<file path="src/hdl/assert_macros.svh">
// assertion macros shared by the packer rtl
`ifndef ASSERT_MACROS_SVH
`define ASSERT_MACROS_SVH

// property must hold at every rising clock edge outside reset
`define HCBP_ASSERT(label, prop, msg) \
   label: assert property (@(posedge clock) disable iff (reset) prop) else $error(msg);

// expression must never be true outside reset
`define HCBP_NEVER(label, expr, msg) \
   label: assert property (@(posedge clock) disable iff (reset) !(expr)) else $error(msg);

`endif

</file>
<file path="src/hdl/hcbp_pkg.sv">
// shared types and constants of the huffman code bit packer
package hcbp_pkg;

   localparam int BYTE_W    = 8;
   localparam int PEND_W    = 7;
   localparam int PCNT_W    = 3;
   localparam int NBYTE_W   = 3;
   localparam int TOTAL_W   = 32;
   localparam int SYMBOL_W  = 8;
   localparam int WORD_W    = 32;
   localparam int LENGTH_W  = 6;

   typedef enum logic [1:0] {
      CMD_LOAD   = 2'd0,
      CMD_ENCODE = 2'd1,
      CMD_FLUSH  = 2'd2
   } cmd_type;

   // item held in the lookup stage while its table read completes
   typedef struct packed {
      logic    valid;
      cmd_type cmd;
      logic    hit;
   } lookup_type;

   // work handed from the packing stage to the byte emitter
   typedef struct packed {
      logic                 take;
      logic [NBYTE_W-1:0]   nbytes;
   } emit_req_type;

endpackage

</file>
<file path="src/hdl/hcbp_emit.sv">
// byte emitter: shifts bytes out of the window into the result register
`include "assert_macros.svh"

module hcbp_emit #(
   parameter int CODE_W = 32
) (
   input  logic                          clock,
   input  logic                          reset,
   input  hcbp_pkg::emit_req_type        emit_req,
   input  logic [CODE_W+6:0]             emit_win,
   input  logic [hcbp_pkg::TOTAL_W-1:0]  emit_total,
   output logic                          emit_free,
   output logic                          rsp_valid,
   input  logic                          rsp_ready,
   output logic [hcbp_pkg::BYTE_W-1:0]   rsp_out_byte,
   output logic                          rsp_last,
   output logic [hcbp_pkg::TOTAL_W-1:0]  rsp_total_bits
);
   import hcbp_pkg::*;

   localparam int WIN_W = CODE_W + PEND_W;

   logic [WIN_W-1:0]   win_ff;
   logic [NBYTE_W-1:0] left_ff;
   logic [TOTAL_W-1:0] total_ff;
   logic               rsp_valid_ff;
   logic [BYTE_W-1:0]  byte_ff;
   logic               last_ff;
   logic [TOTAL_W-1:0] rsp_total_ff;

   logic               out_move;
   logic               shift;

   assign out_move  = !rsp_valid_ff || rsp_ready;
   assign shift     = left_ff != '0 && out_move;
   assign emit_free = left_ff == '0 || (left_ff == NBYTE_W'(1) && out_move);

   always_ff @(posedge clock) begin
      if (reset) begin
         left_ff <= '0;
      end else if (emit_req.take) begin
         left_ff <= emit_req.nbytes;
      end else if (shift) begin
         left_ff <= left_ff - NBYTE_W'(1);
      end
   end

   always_ff @(posedge clock) begin
      if (emit_req.take) begin
         win_ff   <= emit_win;
         total_ff <= emit_total;
      end else if (shift) begin
         win_ff <= win_ff << BYTE_W;
      end
   end

   always_ff @(posedge clock) begin
      if (reset) begin
         rsp_valid_ff <= 1'b0;
      end else if (shift) begin
         rsp_valid_ff <= 1'b1;
      end else if (rsp_ready) begin
         rsp_valid_ff <= 1'b0;
      end
   end

   always_ff @(posedge clock) begin
      if (shift) begin
         byte_ff      <= win_ff[WIN_W-1 -: BYTE_W];
         last_ff      <= left_ff == NBYTE_W'(1);
         rsp_total_ff <= total_ff;
      end
   end

   assign rsp_valid      = rsp_valid_ff;
   assign rsp_out_byte   = byte_ff;
   assign rsp_last       = last_ff;
   assign rsp_total_bits = rsp_total_ff;

   `HCBP_ASSERT(a_take_when_free, emit_req.take |-> emit_free, "emitter loaded while bytes remain")
   `HCBP_NEVER(a_left_range, left_ff > NBYTE_W'(4), "emitter byte count out of range")

endmodule

</file>
<file path="config.mk">
export PLATFORM = sky130hd
export DESIGN_NAME = hcbp_emit
export DESIGN_NICKNAME = d
export VERILOG_FILES = /design/src/hdl/hcbp_pkg.sv /design/src/hdl/hcbp_emit.sv
export VERILOG_INCLUDE_DIRS = /design/src /design/src/hdl
export SDC_FILE = /design/constraint.sdc
export NUM_CORES = 1
export LEC_CHECK = 0
export ABC_AREA = 1
export BUFFER_PORTS_ARGS = -buffer_cell sky130_fd_sc_hd__buf_2
export CAP_MARGIN = 5
export CORE_MARGIN = 5
export CORE_UTILIZATION = 35
export CTS_CLUSTER_DIAMETER = 150
export DETAILED_ROUTE_END_ITERATION = 10
export HOLD_SLACK_MARGIN = 0.1
export PLACE_DENSITY_LB_ADDON = 0.05
export SETUP_SLACK_MARGIN = 0.02
export SLEW_MARGIN = 20
export SYNTH_ARGS = -nofsm -noshare
export SYNTH_HDL_FRONTEND = slang
export SYNTH_SLANG_ARGS = --single-unit
</file>
<file path="constraint.sdc">
create_clock -name clock -period 2.4 [get_ports clock]
set_input_delay 0.12 -clock clock [delete_from_list [all_inputs] [get_ports clock]]
set_output_delay 0.12 -clock clock [all_outputs]
set_load 0.02 [all_outputs]
</file>
# Word-level counts from Yosys, hierarchy flattened

Cells that the tools add are included.
W data, S select, Z words.

Register bits after elaboration: 116
Bits of input ports: 78
Word-level logic and storage cells: 24
Output and inout bits: 43

Equal/unequal tests: 1
Multiplexer cells: 6
Add/subtract/negate cells: 1
Reduce and logical (&&, ||, !) cells: 9

Operator list:

| operator              | number |
|---|---|
| $mux W39              | 2 |
| $mux W3               | 2 |
| $reduce_bool A2 Y1    | 2 |
| $eq A3 B1 Y1 const B  | 1 |
| $logic_not A3 Y1      | 1 |
| $reduce_bool A3 Y1    | 1 |
| $sub A3 B1 Y3 const B | 1 |
| $logic_and A1 B1 Y1   | 2 |
| $logic_or A1 B1 Y1    | 2 |
| $mux W1               | 2 |
| $logic_not A1 Y1      | 1 |

# Depth between registers and ports, before layout

Gate-level depths: netlist of run 1.

Depth in word-level cells: 5
Mapped depth: 7
Depth with buffers taken out: 7

# Worst setup path before layout of run 1

OpenSTA, ideal clock, no wires.

Path type: reg2reg
Start: reg left_ff[0]
End: reg last_ff, in the netlist rsp_last (enable)
Arrival time: 1.601 ns
Slack: 0.403 ns
Period minus slack after synthesis: 1.997 ns
Cell stages (with the launch flop): 6
Required time: 2.004 ns
Setup time: 0.396 ns
Path buffers: 0
Cells stage by stage: dfxtp_1 > inv_1 > ha_1 > nand2_4 > nand2_4 > inv_1

Cells in the longest elaborated chain, start to end: 2

RTL lines:

| item                   | line            | source |
|---|---|---|
| start, declared        | hcbp_emit.sv:24 | `logic [NBYTE_W-1:0] left_ff;` |
| start signal, assigned | hcbp_emit.sv:42 | `left_ff <= emit_req.nbytes;` |
| start signal, assigned | hcbp_emit.sv:44 | `left_ff <= left_ff - NBYTE_W'(1);` |
| $reduce_bool A3 Y1     | hcbp_emit.sv:35 | `assign shift = left_ff != '0 && out_move;` |
| $logic_and A1 B1 Y1    | hcbp_emit.sv:35 |  |
| named net shift        | hcbp_emit.sv:32 | `logic shift;` |
| end signal, assigned   | hcbp_emit.sv:70 | `last_ff <= left_ff == NBYTE_W'(1);` |
| end, declared          | hcbp_emit.sv:28 | `logic last_ff;` |

The timed path passes the listed nets, and every way through them passes these cells.
A chain may end at the register's enable or synchronous reset.

# Worst setup path in the final report of run 1

Start: reg left_ff[0]
End: reg rsp_total_ff[31], in the netlist rsp_total_bits[31] (enable)

Cells in the longest elaborated chain, start to end: 2

RTL lines:

| item                 | line            | source |
|---|---|---|
| $reduce_bool A3 Y1   | hcbp_emit.sv:35 |  |
| $logic_and A1 B1 Y1  | hcbp_emit.sv:35 |  |
| named net shift      | hcbp_emit.sv:32 |  |
| end signal, assigned | hcbp_emit.sv:71 | `rsp_total_ff <= total_ff;` |
| end, declared        | hcbp_emit.sv:29 | `logic [TOTAL_W-1:0] rsp_total_ff;` |

The timed path passes the listed nets, and every way through them passes these cells.

==> results by group, run 1 <==
Route
  • Post-route DRC: 0
  • Avg WL per Cell: roughly 13 um
  • WL final: 8240 um
  • Vias: around 2600
  • Drt first pass iters: 4
  • Initial drt markers: 121
  • Remaining antenna violation count: 0
  • Avg Vias per Cell: 4.10

Synthesis
  • Syn avg cell area: about 15 um^2
  • Largest family of logic cells by synthesized area: simple AND/OR/NAND/NOR gates
  • Mux cell area share after synthesis: 0
  • Post-synthesis compound-gate area fraction: 0.00788
  • Post-Synth Simple-Gate Area: 0.119
  • Post-Synth XOR/XNOR Area: 0
  • Synth Register Bits: around 120
  • Number of distinct library cells after synthesis: 19
  • Sequential area share after synthesis: 0.834
  • Yosys warnings: 0
  • Post-Syn Area: just over 4000 um^2
  • Post-Syn Nets: about 360
  • Synth Area in Adders: 0.00909
  • Syn Inst Count: 274

Timing
  • Final min period: about 1.7 ns
  • Slew @ Worst Pin: ~0.6 ns
  • Final Max Tran Viols: 0
  • Fin worst setup slack: 0.732 ns
  • Skew final: a little over 0.009 ns
  • Final Hold Vio Count: 0
  • Fmax: 0.599 GHz
  • Final Setup Violations: 0
  • Final period utilization: 0.695
  • Unrepaired setup endpoints after global routing: no
  • Slew headroom: 0.593
  • Post-route setup TNS: 0 ns

Hold path
  • Tightest Hold Check Type: primary input to flop
  • Hold Startpoint: rsp_ready
  • Worst hold endpoint: left_ff[0]
  • Hold Path Depth: 6

Power
  • Pwr dens: between 900 and 1000 nW/um^2
  • Final Power: 6.00 mW
  • Pleak: 2.74 nW
  • Worst vdd ir: 0.465 mV

Setup path
  • Worst endpoint required time: ~2.5 ns
  • Critical path arrival: 1.77 ns
  • Crit. End Element: flop
  • CP Class: flop to flop
  • Crit path max fanout: 15
  • Reg2Reg Depth: 6
  • Worst r2r src: left_ff[0]
  • R2r endpoint: rsp_total_bits[31]
  • Reg2reg setup slack: between 0.7 and 0.8 ns
  • Worst Setup Start Kind: flop

Placed design
  • Final GP Congestion: between 0.7 and 0.8
  • DP Worst Slack: ~0.7 ns
  • Detailed Place HPWL: about 5000 um
  • Placed inst area: about 5000 um^2
  • Buffers on Ports: between 100 and 150

Die
  • Die width: between 100 and 150 um
  • Die height: roughly 120 um
  • Initial core utilization: 0.359
  • Core Region: around 12000 um^2
  • Cell row count: 39
  • Top-Level Pins: 121
  • Die ar.: 14100 um^2

Finish
  • Ant diodes: 0
  • Layout cells sized above 1: 0.324
  • Util after Layout: 0.542
  • Filler cells: approximately 980
  • Layout area overhead: 51.1%
  • Most frequent cells in the layout: buf_2 (119), edfxtp_1 (112), nand2_1 (111), dlygate4sd3_1 (76), clkbuf_16 (17)
  • Most common cell after layout, fill and taps aside: buf_2
  • Layout Cell Area excl Fill: approximately 6200 um^2
  • Nets: 566

Clock tree
  • Clock root buffer: clkbuf_16
  • Total CTS buffers: 17
  • Post-CTS Resized: 0
  • Worst-skew pair later-pin latency: 0.40 ns
  • Clock transition at the registers of the reported paths: 0.05 ns
  • Clock sinks: ~120
  • CTS tree: yes
  • Clock Tree Buf Depth: 2
  • Htree depth: 4

Global route
  • M2 GR Usage: 0.195
  • Antenna violations before repair: 0
  • First-pass GRT wire length: 13700 um
  • Most crowded layer after global routing: met2
  • Remaining global-route overflow: 0
  • Pin count of the biggest net entering global routing: between 50 and 60
  • Grt met3 use: 0.0583
  • GRT Util Overall: 0.126
  • M1 GR Usage: 0.154
  • Number of global-route vias before repair: between 2000 and 3000

Flow run
  • MaxCap Viol Count: 0

Outcome
  • Status: completed
-- layer usage --
metal  up-vias  share of wire
met5         -              0
met4         0          0.014
met3         9          0.069
met2        84           0.47
met1      1181           0.45
li1       1352              -
-- sequential cells by signal, indices dropped and copies added, names as in the netlist --
register and cells:
total_ff 32, left_ff 3, rsp_total_bits 32, rsp_last 1
win_ff 39, rsp_valid 1, rsp_out_byte 8
-- critical path: stages (launching register included) --
cell     delay (ns)
dfxtp_1        0.36
inv_1          0.09
ha_1           0.23
nand2_4        0.10
nand2_4        0.07
inv_2          0.28
buf_4          0.25
-- power by group --
group / total (mW) / internal [mW] / switching, mW
Clock: 2.43 / 1.61 / 0.819
Combinational: 0.852 / 0.323 / 0.529
Sequential: 2.72 / 2.64 / 0.0763
-- area by class of cell --
class | instances | area (um^2) | area share
flip-flops and latches | 116 | 3440 | 0.552
repair buffers | 200 | 1420 | 0.227
multi-input cells | 133 | 561 | 0.0898
clock buffers | 20 | 437 | 0.0700
well taps | 143 | 179 | 0.0287
clock inverters | 11 | 136 | 0.0219
inverters | 17 | 66.3 | 0.0106
-- cells by family after synthesis --
group / count (synthesis)
buffers and inverters: 25
DFF: 116
AOI/OAI and AO/OA: 5
and+or+nand+nor: 125
adders and majority gates: 3
-- cell usage after synthesis --
| cell type | number | share of area |
|---|---|---|
| a21oi_1 | 1 | 0.0012 |
| o21ai_2 | 1 | 0.0021 |
| nand2_2 | 1 | 0.0015 |
| buf_4 | 3 | 0.0055 |
| nand2_1 | 111 | 0.10 |
| dfxtp_1 | 4 | 0.019 |
| o21ai_1 | 1 | 0.0012 |
| buf_6 | 2 | 0.0055 |
| inv_1 | 15 | 0.014 |
| inv_4 | 1 | 0.0015 |
| a21oi_2 | 1 | 0.0021 |
| nor2_1 | 8 | 0.0073 |
| nand3_1 | 3 | 0.0036 |
| o21ai_0 | 1 | 0.0012 |
| ha_1 | 3 | 0.0091 |
| edfxtp_1 | 112 | 0.81 |
| inv_2 | 1 | 0.00091 |
| nand2_4 | 2 | 0.0055 |
| buf_2 | 3 | 0.0036 |
-- what timing repair did --
item                                    4_1_cts  5_1_grt
endpoints found under the hold margin        75        0
endpoints found under the setup margin        0        0
hold buffers                                 76        0
buffers inserted                              0        0
-- worst max path at each step --
stage / start / endpoint / slack (ns) / cells past startpoint
global route: left_ff[0] / rsp_total_bits[2] / 0.61 / 6
global placement: left_ff[0] / rsp_total_bits[2] / 0.76 / 6
CTS: left_ff[0] / rsp_total_bits[31] / 0.71 / 6
finish: left_ff[0] / rsp_total_bits[31] / 0.73 / 6
detailed placement: left_ff[0] / rsp_total_bits[31] / 0.72 / 6
floorplan: left_ff[0] / rsp_last / 0.40 / 5
-- per-stage QoR --
| step | instances | hold WS (ns) |
|---|---|---|
| 2_1_floorplan | 274 | 0.189 |
| 3_3_place_gp | 533 | 0.298 |
| 3_5_place_dp | 533 | 0.299 |
| 4_1_cts | 640 | 0.214 |
| 5_1_grt | 640 | 0.252 |
| 6_report | 640 | 0.231 |
No activity file was read; power rests on OpenSTA's default activity.
==> run 2: changes to the inputs <==
clock period = 1.7 ns   (was 2.4 ns; I/O delays follow)
==> results by group, run 2 (synthesis results as in run 1) <==
Clock tree
  • Worst-skew pair later-pin latency: between 0.3 and 0.4 ns
  • Clock transition at the registers of the reported paths: 0.05 ns
  • Htree depth: 4
  • Clock sinks: between 100 and 150
  • Setup Buffers After CTS: 0
  • CTS tree: yes
  • Total CTS buffers: 17
  • Clock Tree Buf Depth: 2
  • Clock root buffer: clkbuf_16

Finish
  • Max reg flops: 39
  • Most frequent cells in the layout: buf_2 (119), edfxtp_1 (112), nand2_1 (111), dlygate4sd3_1 (76), clkbuf_16 (17)
  • Ant diodes: 0
  • Nets: approximately 570
  • Most common cell after layout, fill and taps aside: buf_2
  • Layout area overhead: 52.9%
  • Layout cells sized above 1: 0.328
  • Largest Register: win_ff

Route
  • Drt first pass iters: 4
  • Avg Vias per Cell: 4.17
  • Post-route DRC: 0
  • WL final: 8410 um
  • Vias: between 2000 and 3000
  • Initial drt markers: about 180
  • Avg WL per Cell: 13.1 um
  • Remaining antenna violation count: 0

Global route
  • Pin count of the biggest net entering global routing: 42
  • Antenna violations before repair: 0
  • GRT Util Overall: 0.126
  • Number of global-route vias before repair: around 2700
  • First-pass GRT wire length: approximately 14000 um
  • Remaining global-route overflow: 0

Power
  • Sequential power share: 0.437
  • Internal Pwr Total: between 6 and 7 mW
  • Final Power: around 8.8 mW
  • Clock share of power: 0.424
  • Pleak: between 2 and 3 nW
  • Switch share: 0.230
  • Psw: ~2.0 mW
  • Worst vdd ir: 0.497 mV
  • Comb pwr share: 0.139
  • Pwr dens: approximately 1400 nW/um^2

Timing
  • Slew headroom: 0.767
  • Final min period: 1.50 ns
  • Hold WS: 0.139 ns
  • Final Setup Violations: 0
  • Fmax: around 0.67 GHz
  • Unrepaired setup endpoints after global routing: no
  • Final Hold Vio Count: 0
  • Skew final: 0.00462 ns
  • Final period utilization: 0.882
  • Slew @ Worst Pin: 0.350 ns
  • Final Max Tran Viols: 0

Setup path
  • Critical Path Sink: emit_free
  • Worst endpoint required time: between 1.5 and 2 ns
  • Crit path max fanout: 4
  • CP Class: flop to output port
  • Worst r2r src: left_ff[0]
  • R2r endpoint: rsp_valid
  • Reg2reg setup slack: approximately 0.26 ns
  • Worst Setup Start Kind: flop
  • Crit path from: left_ff[1]
  • Crit. End Element: output port
  • Reg2Reg Depth: 6
  • Critical path arrival: ~1.4 ns

Die
  • Core Region: 11500 um^2
  • Die ar.: around 14000 um^2
  • Die height: between 100 and 150 um
  • Top-Level Pins: 121
  • Die width: 119 um
  • Cell row count: 39
  • Initial core utilization: 0.359

Placed design
  • Buffers on Ports: 120
  • Final GP Congestion: approximately 0.70
  • Detailed Place HPWL: ~5000 um

Flow run
  • MaxCap Viol Count: 0

Outcome
  • Status: completed

Hold path
  • Tightest Hold Check Type: primary input to flop
-- run 2: repair_timing --
action	in CTS	in global routing
hold endpoints to repair	75	0
resized for setup	0	0
hold buffers	76	0
-- run 2: worst min path at each step --
stage | start | cells after the start | endpoint
CTS | emit_req[3] | 1 | total_ff[8]
global route | emit_req[3] | 1 | total_ff[8]
detailed placement | emit_total[24] | 1 | total_ff[24]
global placement | emit_total[17] | 1 | total_ff[17]
finish | emit_req[3] | 1 | total_ff[8]
floorplan | reset | 1 | rsp_valid
-- run 2: metal layers --
| metal | track usage | share of wire | vias to the layer above |
|---|---|---|---|
| li1 | - | - | 1358 |
| met1 | 0.153 | 0.45 | 1208 |
| met2 | 0.199 | 0.47 | 89 |
| met3 | 0.0444 | 0.064 | 12 |
| met4 | 0.0644 | 0.020 | 0 |
| met5 | 0 | 0 | - |
-- run 2: metrics by stage --
step | utilization | setup TNS (ns) | cells | instance area [um^2] | setup slack, ns
final | 0.548 | 0 | 640 | 6310 | 0.201
after detailed placement | 0.429 | 0 | 533 | 4940 | 0.267
after CTS | 0.548 | 0 | 640 | 6310 | 0.170
after global placement | 0.429 | 0 | 533 | 4940 | 0.305
after floorplan | - | -1.43 | 274 | 4160 | -0.0368
after global routing | 0.548 | 0 | 640 | 6310 | 0.110
-- run 2: critical path, cell delays in order (launching register included) --
cell	delay, ns
dfxtp_1	0.30
inv_2	0.10
ha_1	0.15
inv_1	0.04
nor2_1	0.15
nand2_1	0.07
nand2_1	0.06
buf_2	0.16
-- run 2: cell type report --
| type | count | area [um^2] |
|---|---|---|
| Tap cell | 143 | 179 |
| Clock inverter | 13 | 189 |
| Inverter | 17 | 73.8 |
| Multi-Input combinational cell | 133 | 581 |
| Sequential cell | 116 | 3440 |
| Timing Repair Buffer | 200 | 1420 |
| Fill cell | 939 | 5200 |
| Clock buffer | 18 | 429 |
-- run 2: power groups by stage --
stage               combinational, mW  clock (mW)  sequential, mW
global route                     1.33        3.93            3.88
floorplan                       0.366           0            4.16
detailed placement               1.10           0            3.89
finish                           1.22        3.71            3.83
CTS                              1.24        3.81            3.84
global placement                 1.09           0            3.88
